## src/rtl/dual_key_debounce_short_press_core_defines.svh

```systemverilog
// assertion macros used by the dual key debounce rtl
// no dependencies; included by files that carry concurrent checks
`ifndef DUAL_KEY_DEBOUNCE_SHORT_PRESS_CORE_DEFINES_SVH
`define DUAL_KEY_DEBOUNCE_SHORT_PRESS_CORE_DEFINES_SVH

// generic clocked check, disabled while the active-low reset is asserted
`define DKSP_ASSERT(lbl, clk, rst_n, prop, msg) \
    lbl: assert property (@(posedge clk) disable iff (!rst_n) prop) else $error(msg);

// same check on the house clock and reset names
`define DKSP_CHECK(lbl, prop, msg) \
    `DKSP_ASSERT(lbl, i_clk, i_rst_n, prop, msg)

`endif

```

## src/rtl/dksp_pkg.sv

```systemverilog
// types and constants for the dual key debouncer with click detection
// no dependencies
package dksp_pkg;

    localparam int STABLE_W  = 4;
    localparam int HOLD_W    = 10;
    localparam int CFG_IDX_W = 4;
    localparam int CFG_DATA_W = 10;

    localparam logic [HOLD_W-1:0] HOLD_MAX = '1;

    // register indexes
    localparam logic [CFG_IDX_W-1:0] REG_STABLE_COUNT = 4'd0;
    localparam logic [CFG_IDX_W-1:0] REG_CLICK_LIMIT  = 4'd1;

    localparam logic [STABLE_W-1:0] STABLE_COUNT_RST = 4'd3;
    localparam logic [HOLD_W-1:0]   CLICK_LIMIT_RST  = 10'd33;

    typedef struct packed {
        logic [STABLE_W-1:0] stable_limit;   // already forced to at least one
        logic [HOLD_W-1:0]   click_limit;
    } t_cfg;

    typedef struct packed {
        logic click;
        logic level;
    } t_key_res;

endpackage

```

## src/rtl/dksp_ifs.sv

```systemverilog
// handshake interfaces: sample ticks in, results out, register writes
// depends on dksp_pkg
interface dksp_in_if;
    logic valid;
    logic ready;
    logic key_one_level;
    logic key_one_valid;
    logic key_two_level;
    logic key_two_valid;

    modport source (output valid, key_one_level, key_one_valid, key_two_level,
                    key_two_valid, input ready);
    modport sink   (input valid, key_one_level, key_one_valid, key_two_level,
                    key_two_valid, output ready);
endinterface

interface dksp_out_if;
    logic valid;
    logic ready;
    logic key_one_click;
    logic key_two_click;
    logic key_one_stable;
    logic key_two_stable;

    modport source (output valid, key_one_click, key_two_click, key_one_stable,
                    key_two_stable, input ready);
    modport sink   (input valid, key_one_click, key_two_click, key_one_stable,
                    key_two_stable, output ready);
endinterface

interface dksp_cfg_if import dksp_pkg::*; ();
    logic                  valid;
    logic                  ready;
    logic [CFG_IDX_W-1:0]  index;
    logic [CFG_DATA_W-1:0] data;

    modport source (output valid, index, data, input ready);
    modport sink   (input valid, index, data, output ready);
endinterface

```

## src/rtl/dksp_key.sv

```systemverilog
// per-key debounce, arming, hold counter and click decision
// depends on dksp_pkg and the assertion macro header
`include "dual_key_debounce_short_press_core_defines.svh"

module dksp_key
    import dksp_pkg::*;
(
    input  logic     i_clk,
    input  logic     i_rst_n,
    input  logic     i_tick,
    input  logic     i_lev,
    input  logic     i_valid,
    input  t_cfg     i_cfg,
    output t_key_res o_res
);

    logic                r_acc, n_acc;
    logic                r_cand, n_cand;
    logic [STABLE_W-1:0] r_rep, n_rep;
    logic                r_armed, n_armed;
    logic [HOLD_W-1:0]   r_hold, n_hold;

    logic [HOLD_W-1:0] hold_inc;
    logic              stable;
    logic              change;
    logic              click;

    always_comb begin
        hold_inc = (r_hold == HOLD_MAX) ? r_hold : r_hold + 1'b1;
        n_cand   = r_cand;
        n_rep    = r_rep;
        n_armed  = r_armed;
        n_acc    = r_acc;
        n_hold   = hold_inc;
        stable   = 1'b0;
        change   = 1'b0;
        click    = 1'b0;
        if (i_valid) begin
            n_cand = i_lev;
            if (i_lev != r_cand) begin
                n_rep = STABLE_W'(1);
            end else if (r_rep < i_cfg.stable_limit) begin
                n_rep = r_rep + 1'b1;
            end
            stable = (n_rep >= i_cfg.stable_limit);
            if (stable && !i_lev) begin
                n_armed = 1'b1;
            end
            change = stable && (i_lev != r_acc);
            if (change) begin
                n_acc = i_lev;
                if (i_lev) begin
                    n_hold = '0;
                end else begin
                    click = n_armed && (hold_inc < i_cfg.click_limit);
                end
            end
        end
    end

    always_ff @(posedge i_clk) begin
        if (!i_rst_n) begin
            r_acc   <= 1'b0;
            r_cand  <= 1'b0;
            r_rep   <= '0;
            r_armed <= 1'b0;
            r_hold  <= '0;
        end else if (i_tick) begin
            r_acc   <= n_acc;
            r_cand  <= n_cand;
            r_rep   <= n_rep;
            r_armed <= n_armed;
            r_hold  <= n_hold;
        end
    end

    assign o_res.click = i_tick && click;
    assign o_res.level = n_acc;

    `DKSP_CHECK(a_click_is_release, i_tick && o_res.click |-> r_acc && i_valid && !i_lev, "click without accepted release")
    `DKSP_CHECK(a_cand_follows, i_tick && i_valid |=> r_cand == $past(i_lev), "candidate level not taken from sample")
    `DKSP_CHECK(a_press_clears_hold, i_tick && change && i_lev |=> r_hold == '0 && r_acc, "accepted press did not clear hold")
    `DKSP_CHECK(a_idle_holds, !i_tick && i_rst_n |=> $stable(r_acc) && $stable(r_hold) && $stable(r_rep), "key state moved without a tick")

endmodule

```

## src/rtl/dual_key_debounce_short_press_core.sv

```systemverilog
// a result is registered and appears in the cycle after its sample tick is transferred
// throughput: one tick per cycle; the input is taken while the result register
// holds a finished result as long as the sink takes it in the same cycle
// reset: synchronous active low; clears key state and result valid,
// loads stable_count = 3 and click_limit = 33; no clearing pass
module dual_key_debounce_short_press_core
    import dksp_pkg::*;
#(
    parameter int NUM_KEYS = 2
) (
    input  logic i_clk,
    input  logic i_rst_n,
    dksp_in_if.sink    i_in,
    dksp_cfg_if.sink   i_cfg,
    dksp_out_if.source o_out
);

    logic [STABLE_W-1:0] r_stable_count;
    logic [HOLD_W-1:0]   r_click_limit;
    t_cfg                cfg;

    logic     r_out_valid;
    logic     r_click_one, r_click_two, r_stable_one, r_stable_two;
    logic     tick;
    t_key_res key_res [NUM_KEYS];

    // register writes
    assign i_cfg.ready = 1'b1;

    always_ff @(posedge i_clk) begin
        if (!i_rst_n) begin
            r_stable_count <= STABLE_COUNT_RST;
            r_click_limit  <= CLICK_LIMIT_RST;
        end else if (i_cfg.valid) begin
            unique case (i_cfg.index)
                REG_STABLE_COUNT: r_stable_count <= i_cfg.data[STABLE_W-1:0];
                REG_CLICK_LIMIT:  r_click_limit  <= i_cfg.data[HOLD_W-1:0];
                default: ;
            endcase
        end
    end

    // zero stable count behaves as one
    assign cfg.stable_limit = (r_stable_count == '0) ? STABLE_W'(1) : r_stable_count;
    assign cfg.click_limit  = r_click_limit;

    assign i_in.ready = !r_out_valid || o_out.ready;
    assign tick       = i_in.valid && i_in.ready;

    for (genvar k = 0; k < NUM_KEYS; k++) begin : g_key
        logic lev;
        logic vld;
        if (k == 0) begin : g_one
            assign lev = i_in.key_one_level;
            assign vld = i_in.key_one_valid;
        end else if (k == 1) begin : g_two
            assign lev = i_in.key_two_level;
            assign vld = i_in.key_two_valid;
        end else begin : g_extra
            assign lev = 1'b0;
            assign vld = 1'b0;
        end
        dksp_key u_key (
            .i_clk   (i_clk),
            .i_rst_n (i_rst_n),
            .i_tick  (tick),
            .i_lev   (lev),
            .i_valid (vld),
            .i_cfg   (cfg),
            .o_res   (key_res[k])
        );
    end

    // result register
    always_ff @(posedge i_clk) begin
        if (!i_rst_n) begin
            r_out_valid <= 1'b0;
        end else if (i_in.ready) begin
            r_out_valid <= i_in.valid;
        end
    end

    always_ff @(posedge i_clk) begin
        if (tick) begin
            r_click_one  <= key_res[0].click;
            r_stable_one <= key_res[0].level;
            r_click_two  <= (NUM_KEYS > 1) ? key_res[NUM_KEYS > 1 ? 1 : 0].click : 1'b0;
            r_stable_two <= (NUM_KEYS > 1) ? key_res[NUM_KEYS > 1 ? 1 : 0].level : 1'b0;
        end
    end

    assign o_out.valid          = r_out_valid;
    assign o_out.key_one_click  = r_click_one;
    assign o_out.key_two_click  = r_click_two;
    assign o_out.key_one_stable = r_stable_one;
    assign o_out.key_two_stable = r_stable_two;

endmodule
```

## src/flat_wrapper.sv

```systemverilog
// flat-port wrapper written by rule: the top's interface ports become plain ports
module dual_key_debounce_short_press_core_flat import dksp_pkg::*;
#(
    parameter int NUM_KEYS = 2
)
  (i_clk, i_rst_n, i_in_valid, i_in_key_one_level, i_in_key_one_valid, i_in_key_two_level, i_in_key_two_valid, i_in_ready, i_cfg_valid, i_cfg_index, i_cfg_data, i_cfg_ready, o_out_valid, o_out_key_one_click, o_out_key_two_click, o_out_key_one_stable, o_out_key_two_stable, o_out_ready);
  dksp_in_if i_in_i ();
  dksp_cfg_if i_cfg_i ();
  dksp_out_if o_out_i ();
  input  logic i_clk;
  input  logic i_rst_n;
  input wire logic [$bits(i_in_i.valid)-1:0] i_in_valid;
  input wire logic [$bits(i_in_i.key_one_level)-1:0] i_in_key_one_level;
  input wire logic [$bits(i_in_i.key_one_valid)-1:0] i_in_key_one_valid;
  input wire logic [$bits(i_in_i.key_two_level)-1:0] i_in_key_two_level;
  input wire logic [$bits(i_in_i.key_two_valid)-1:0] i_in_key_two_valid;
  output wire logic [$bits(i_in_i.ready)-1:0] i_in_ready;
  input wire logic [$bits(i_cfg_i.valid)-1:0] i_cfg_valid;
  input wire logic [$bits(i_cfg_i.index)-1:0] i_cfg_index;
  input wire logic [$bits(i_cfg_i.data)-1:0] i_cfg_data;
  output wire logic [$bits(i_cfg_i.ready)-1:0] i_cfg_ready;
  output wire logic [$bits(o_out_i.valid)-1:0] o_out_valid;
  output wire logic [$bits(o_out_i.key_one_click)-1:0] o_out_key_one_click;
  output wire logic [$bits(o_out_i.key_two_click)-1:0] o_out_key_two_click;
  output wire logic [$bits(o_out_i.key_one_stable)-1:0] o_out_key_one_stable;
  output wire logic [$bits(o_out_i.key_two_stable)-1:0] o_out_key_two_stable;
  input wire logic [$bits(o_out_i.ready)-1:0] o_out_ready;
  assign i_in_i.valid = i_in_valid;
  assign i_in_i.key_one_level = i_in_key_one_level;
  assign i_in_i.key_one_valid = i_in_key_one_valid;
  assign i_in_i.key_two_level = i_in_key_two_level;
  assign i_in_i.key_two_valid = i_in_key_two_valid;
  assign i_in_ready = i_in_i.ready;
  assign i_cfg_i.valid = i_cfg_valid;
  assign i_cfg_i.index = i_cfg_index;
  assign i_cfg_i.data = i_cfg_data;
  assign i_cfg_ready = i_cfg_i.ready;
  assign o_out_valid = o_out_i.valid;
  assign o_out_key_one_click = o_out_i.key_one_click;
  assign o_out_key_two_click = o_out_i.key_two_click;
  assign o_out_key_one_stable = o_out_i.key_one_stable;
  assign o_out_key_two_stable = o_out_i.key_two_stable;
  assign o_out_i.ready = o_out_ready;
  dual_key_debounce_short_press_core #(.NUM_KEYS(NUM_KEYS)) u_core (.i_clk(i_clk), .i_rst_n(i_rst_n), .i_in(i_in_i), .i_cfg(i_cfg_i), .o_out(o_out_i));
endmodule
```

## config.mk

```make
export PLATFORM = sky130hd
export DESIGN_NAME = dual_key_debounce_short_press_core_flat
export DESIGN_NICKNAME = d
export VERILOG_FILES = /design/src/rtl/dksp_pkg.sv /design/src/rtl/dksp_ifs.sv /design/src/rtl/dksp_key.sv /design/src/rtl/dual_key_debounce_short_press_core.sv /design/src/flat_wrapper.sv
export VERILOG_INCLUDE_DIRS = /design/src /design/src/rtl
export SDC_FILE = /design/constraint.sdc
export NUM_CORES = 1
export LEC_CHECK = 0
export BUFFER_PORTS_ARGS = -buffer_cell sky130_fd_sc_hd__buf_4
export CAP_MARGIN = 15
export CORE_ASPECT_RATIO = 1.25
export CORE_MARGIN = 8
export CORE_UTILIZATION = 55
export CTS_BUF_LIST = sky130_fd_sc_hd__clkbuf_4 sky130_fd_sc_hd__clkbuf_8 sky130_fd_sc_hd__clkbuf_16
export DETAILED_ROUTE_END_ITERATION = 12
export PLACE_DENSITY = 0.81
export SETUP_SLACK_MARGIN = 0.05
export SLEW_MARGIN = 20
export SYNTH_ARGS = -nofsm -noshare
export SYNTH_HDL_FRONTEND = slang
export SYNTH_SLANG_ARGS = --single-unit
```

## constraint.sdc

```tcl
create_clock -name i_clk -period 3.8 [get_ports i_clk]
set_input_delay 0.76 -clock i_clk [delete_from_list [all_inputs] [get_ports i_clk]]
set_output_delay 0.76 -clock i_clk [all_outputs]
set_load 0.005 [all_outputs]
```

Word-level counts from Yosys, hierarchy flattened. Index checks and enable logic that the tools add are counted. W data, S select, Z words.

Add/sub/neg operators: 4. Multiply operators: 0. Div/mod/pow operators: 0. Magnitude comparators: 6. Eq/ne operators: 7. Shift operators: 0. Muxes and demuxes: 29. Bitwise gates (word level): 0. Reductions and logical operators: 19.

Operators by type and width (count): $mux W10 (8); $mux W4 (7); $add A10 B1 Y10 const B (2); $eq A10 B10 Y1 const B (2); $lt A10 B10 Y1 (2); $mux W1 (14); $logic_and A1 B1 Y1 (9); $add A4 B1 Y4 const B (2); $ge A4 B4 Y1 (2); $logic_not A4 Y1 (2); $lt A4 B4 Y1 (2); $reduce_and A2 Y1 (4); $eq A4 B1 Y1 const B (1); $ne A1 B1 Y1 (4); $logic_not A1 Y1 (3); $logic_or A1 B1 Y1 (1).

Flip-flop bits (word level): 53. Bits in latches: 0. RAM bits: 0. Bits in read-only memories: 0. Input port bits: 23. Output and inout port bits: 7. Memories kept: 0.

Logic depth before layout (Yosys ltp).
Word-level depth: 15. Mapped depth: 15. Mapped depth without buffers: 13.

Modules after synthesis. Synthesis repeated with hierarchy kept, for this count alone.

Cells, all modules: 477. Area, all modules: 3798.6 um2.

Modules (own cells, without submodules): dksp_key at u_core.g_key[1].u_key (instances 1, cells each 202, area each 1527.7 um2); dksp_key at u_core.g_key[0].u_key (instances 1, cells each 199, area each 1483.9 um2); dual_key_debounce_short_press_core (instances 1, cells each 76, area each 787.0 um2).

Worst setup path after synthesis. OpenSTA, ideal clock, no wires.

Path type: reg-to-reg. Start point: reg u_core.r_stable_count[2]. End point: reg u_core.g_key[0].u_key.r_hold[5]. Setup time: 0.083 ns. Arrival time: 3.063 ns. Data required time: 3.717 ns. Slack: 0.654 ns. Cell stages (with the launch flop): 16. Path buffers: 2. Clock period less this slack: 3.146 ns. Path through: dfxtp_1 inv_1 ha_1 or2_2 a21oi_1 a21oi_2 buf_6 xnor2_1 nor2_1 ha_1 nand2b_1 a2111o_1 and4_1 clkbuf_1 or3_1 o221ai_1.

Longest elaborated chain between the ends: 10.

RTL lines: start: declaration (RTL line dual_key_debounce_short_press_core.sv:18) `logic [STABLE_W-1:0] r_stable_count;`; start signal: assignment (RTL line dual_key_debounce_short_press_core.sv:36) `REG_STABLE_COUNT: r_stable_count <= i_cfg.data[STABLE_W-1:0];`; $logic_not A4 Y1 (RTL line dual_key_debounce_short_press_core.sv:44) `assign cfg.stable_limit = (r_stable_count == '0) ? STABLE_W'(1) : r_stable_count;`; $mux W4 * (RTL line dual_key_debounce_short_press_core.sv:44); $lt A4 B4 Y1 (RTL line dksp_key.sv:42) `end else if (r_rep < i_cfg.stable_limit) begin`; $mux W4 (RTL line dksp_key.sv:42); $mux W4 (RTL line dksp_key.sv:40) `if (i_lev != r_cand) begin`; $mux W4 (RTL line dksp_key.sv:38) `if (i_valid) begin`; $ge A4 B4 Y1 * (RTL line dksp_key.sv:45) `stable = (n_rep >= i_cfg.stable_limit);`; $logic_and A1 B1 Y1 * (RTL line dksp_key.sv:49) `change = stable && (i_lev != r_acc);`; $mux W10 * (RTL line dksp_key.sv:50) `if (change) begin`; $mux W10 * (RTL line dksp_key.sv:38); end signal: assignment (RTL line dksp_key.sv:73) `r_hold <= n_hold;`; end: declaration (RTL line dksp_key.sv:21) `logic [HOLD_W-1:0] r_hold, n_hold;`.

Mark *: on every way between the ends. The rest lies on a longest branch, timed or not. The select of a mux whose other input is x is not followed. A chain may end at the register's enable or synchronous reset.

Final worst setup path. Same ends and word-level chain as after synthesis.

==> results.cfg <==
[outcome]
status = complete, no violations

[worst_setup_path]
critPathRequiredTime_ns = 4.02
endpoint_kind = flop
cp.arrival_ns = 3.55
path_class = reg -> reg
cp-start-kind = flop
critPathMaxFanout = 12
reg2reg_setup_slack_ns = 0.47

[clock_network]
cts_tree = done
numCtsBuffers = 5
cts_max_path_buffers = 2
cts_root_buf = clkbuf_8
postCtsSetupBuffers = 0
ctsHoldBuffers = 0
ctsResizeCount = 0
clk_latency_ns = 0.30
htree_levels = 2
clkTransAtPathRegs_ns = 0.09
cts.sinks = 51

[synthesis]
synth_top_family_by_area = simple AND/OR/NAND/NOR gates
synthXorXnorAreaFrac = 0.0409
yosys-top-cells-area = dfxtp_1 (26%), ha_1 (12%), mux2i_1 (5.0%)
synth-simple-area-share = 0.264
synth_area_leader_cell = dfxtp_1
synth-compound-area-share = 0.170
synth.cell_area_sq_um = 3640
avgSynthCellArea_sq_um = 8.25
synthMuxAreaShare = 0.0619
yosysSeqAreaShare = 0.292
synth_edf_count = 4
synth_seq_cells = 51
ys_async_sr_fraction = 0
ys_types = 59
ys.warnings.count = 0
synth_top_area_frac = 0.259
yosys_most_used_dff = dfxtp_1
syn-num-nets = 500
synth-adder-area-share = 0.124
synthCells = 441

[route]
routedWlPerCell_um = 16.3
drc = 0
vias_per_cell = 6.18
dr.pass1.iters = 5
ant_nets = 0
via_count = 3362
dr.first_iter.drc_count = 156
routed_wl_um = 8890

[finish]
num-nets-final = 516
final_cell_mix = dfxtp_1 (47), nand2_1 (38), ha_1 (36), nor2_1 (34), buf_4 (30)
seq_area_sq_um = 1060
syn2layout_area_growth_pct = 9.52
num_antenna_cells = 0
fill_cells = 564
drive_above_1_share = 0.112
multiInputGateArea_sq_um = 2410
final_cells = 544
final_common_cell = dfxtp_1

[global_route]
grt_max_degree = 39
gr-usage-all-layers = 0.190
overflow = 0
grt_pass1_vias = 3242
grt_pass1_wl_um = 14600
antenna_found_initial = 0

[floorplan]
ios = 30
die_h_um = 107
die_x_um = 88.8
core_sq_um = 6480
start_util = 0.561
fp.dieArea_sq_um = 9490
core.rowCount = 33

[sta]
worst_pin_slew_ns = 0.639
whs_ns = 0.503
maxSlewHeadroom = 0.570
setup_viol = 0
clock_skew_ns = 0.00232
post-route-period-util = 0.875
fin_tns_setup_ns = 0
hold_viol = 0
max_freq_mhz = 301
fin_crit_ns = 3.33
drv_slew = 0
grt_setup_unrepaired = no

[power_and_ir_drop]
switching_share = 0.256
comb_power_share = 0.129
p_int_w = 0.000812
ir_drop_mv = 0.277
leakage_nw = 1.68
p_per_area_nw_per_um2 = 274
p_seq_frac = 0.520
power_frac_clock = 0.351
p_sw_w = 0.000279

[place]
place.gp.congestion = 0.864
placed_cells = 537
io_buffers = 28
dp.final_hpwl_um = 6590

[run]
drv_cap = 0

[worst_hold_path]
hold_class = reg -> reg
worst max-delay path, cell delays in order (launching register included):
cell      delay [ns]
dfxtp_1         0.40
inv_1           0.13
ha_1            0.28
or2_2           0.27
a21oi_1         0.18
a21oi_2         0.12
xnor2_1         0.17
nor2_1          0.06
ha_1            0.30
nand2b_1        0.14
a2111o_1        0.48
and4_1          0.28
or3_1           0.37
o221ai_1        0.08
through the flow:
step	area [sq um]	setup slack (ns)	utilization	total power, W
5_1_grt	3990	0.331	0.615	0.00112
4_1_cts	3990	0.501	0.615	0.00110
3_5_place_dp	3880	0.541	0.599	0.000719
3_3_place_gp	3880	0.634	0.599	0.000715
6_report	3990	0.475	0.615	0.00109
2_1_floorplan	3640	0.654	-	0.000665
per-layer routing:
layer	global-route usage	routed length [um]	vias to the layer above
met4	0.0824	267	0
met5	0	0	-
met1	0.213	3650	1574
li1	-	-	1659
met2	0.335	4560	106
met3	0.0344	408	23
area by class of cell:
cell class	count	share of cell area
multi-input cells	348	0.604
flip-flops and latches	51	0.266
repair buffers	30	0.0565
well taps	87	0.0273
inverters	21	0.0198
clock buffers	6	0.0191
clock inverters	1	0.00753
path summary, 6_finish.rpt:
kind,start,depth (start not counted),endpoint
max reg2reg,u_core.r_stable_count[2],13,u_core.g_key[0].u_key.r_hold[5]
max,u_core.r_stable_count[2],13,u_core.g_key[0].u_key.r_hold[5]
min reg2reg,u_core.r_click_limit[5],2,u_core.r_click_limit[5]
min,u_core.r_click_limit[5],2,u_core.r_click_limit[5]
state kept, by name, summed over array words and instances, names as in the netlist:
register and count:
u_core.g_key.u_key.r_acc 2, u_core.g_key.u_key.r_hold 20, u_core.o_out.key_two_stable 1, u_core.r_stable_count 4, u_core.o_out.valid 1, u_core.o_out.key_one_click 1, u_core.o_out.key_one_stable 1, u_core.g_key.u_key.r_cand 2
u_core.r_click_limit 10, u_core.g_key.u_key.r_rep 8, u_core.o_out.key_two_click 1
cells by family (layout without fill, tap and decap cells):
kind of cell | count (synthesis) | after routing
buf+inv | 42 | 58
compound gates | 90 | 90
flops | 51 | 51
other cells | 1 | 1
xor+xnor | 17 | 17
fa+ha+maj | 36 | 36
mux | 22 | 22
simple gates | 182 | 182
cells in the mapped netlist (6+ instances only):
| cell | instances |
|---|---|
| mux2i_1 | 18 |
| inv_1 | 20 |
| nand2_1 | 38 |
| o21ai_0 | 14 |
| nand3_1 | 29 |
| nor2b_1 | 11 |
| a31o_2 | 6 |
| clkbuf_1 | 12 |
| xnor2_1 | 8 |
| xor2_1 | 9 |
| ha_1 | 36 |
| nor2_1 | 34 |
| a21oi_1 | 23 |
| a31oi_1 | 7 |
| dfxtp_1 | 47 |
| nand4_1 | 9 |
| and3_1 | 8 |
| nor3_1 | 13 |
power groups by stage:
stage | Clock, W | Combinational, W | Sequential, W
3_3_place_gp | 0 | 0.000136 | 0.000579
5_1_grt | 0.000400 | 0.000155 | 0.000569
6_report | 0.000383 | 0.000141 | 0.000567
2_1_floorplan | 0 | 0.0000886 | 0.000576
4_1_cts | 0.000392 | 0.000140 | 0.000567
3_5_place_dp | 0 | 0.000140 | 0.000580
Power figures use the tool's default switching activity.
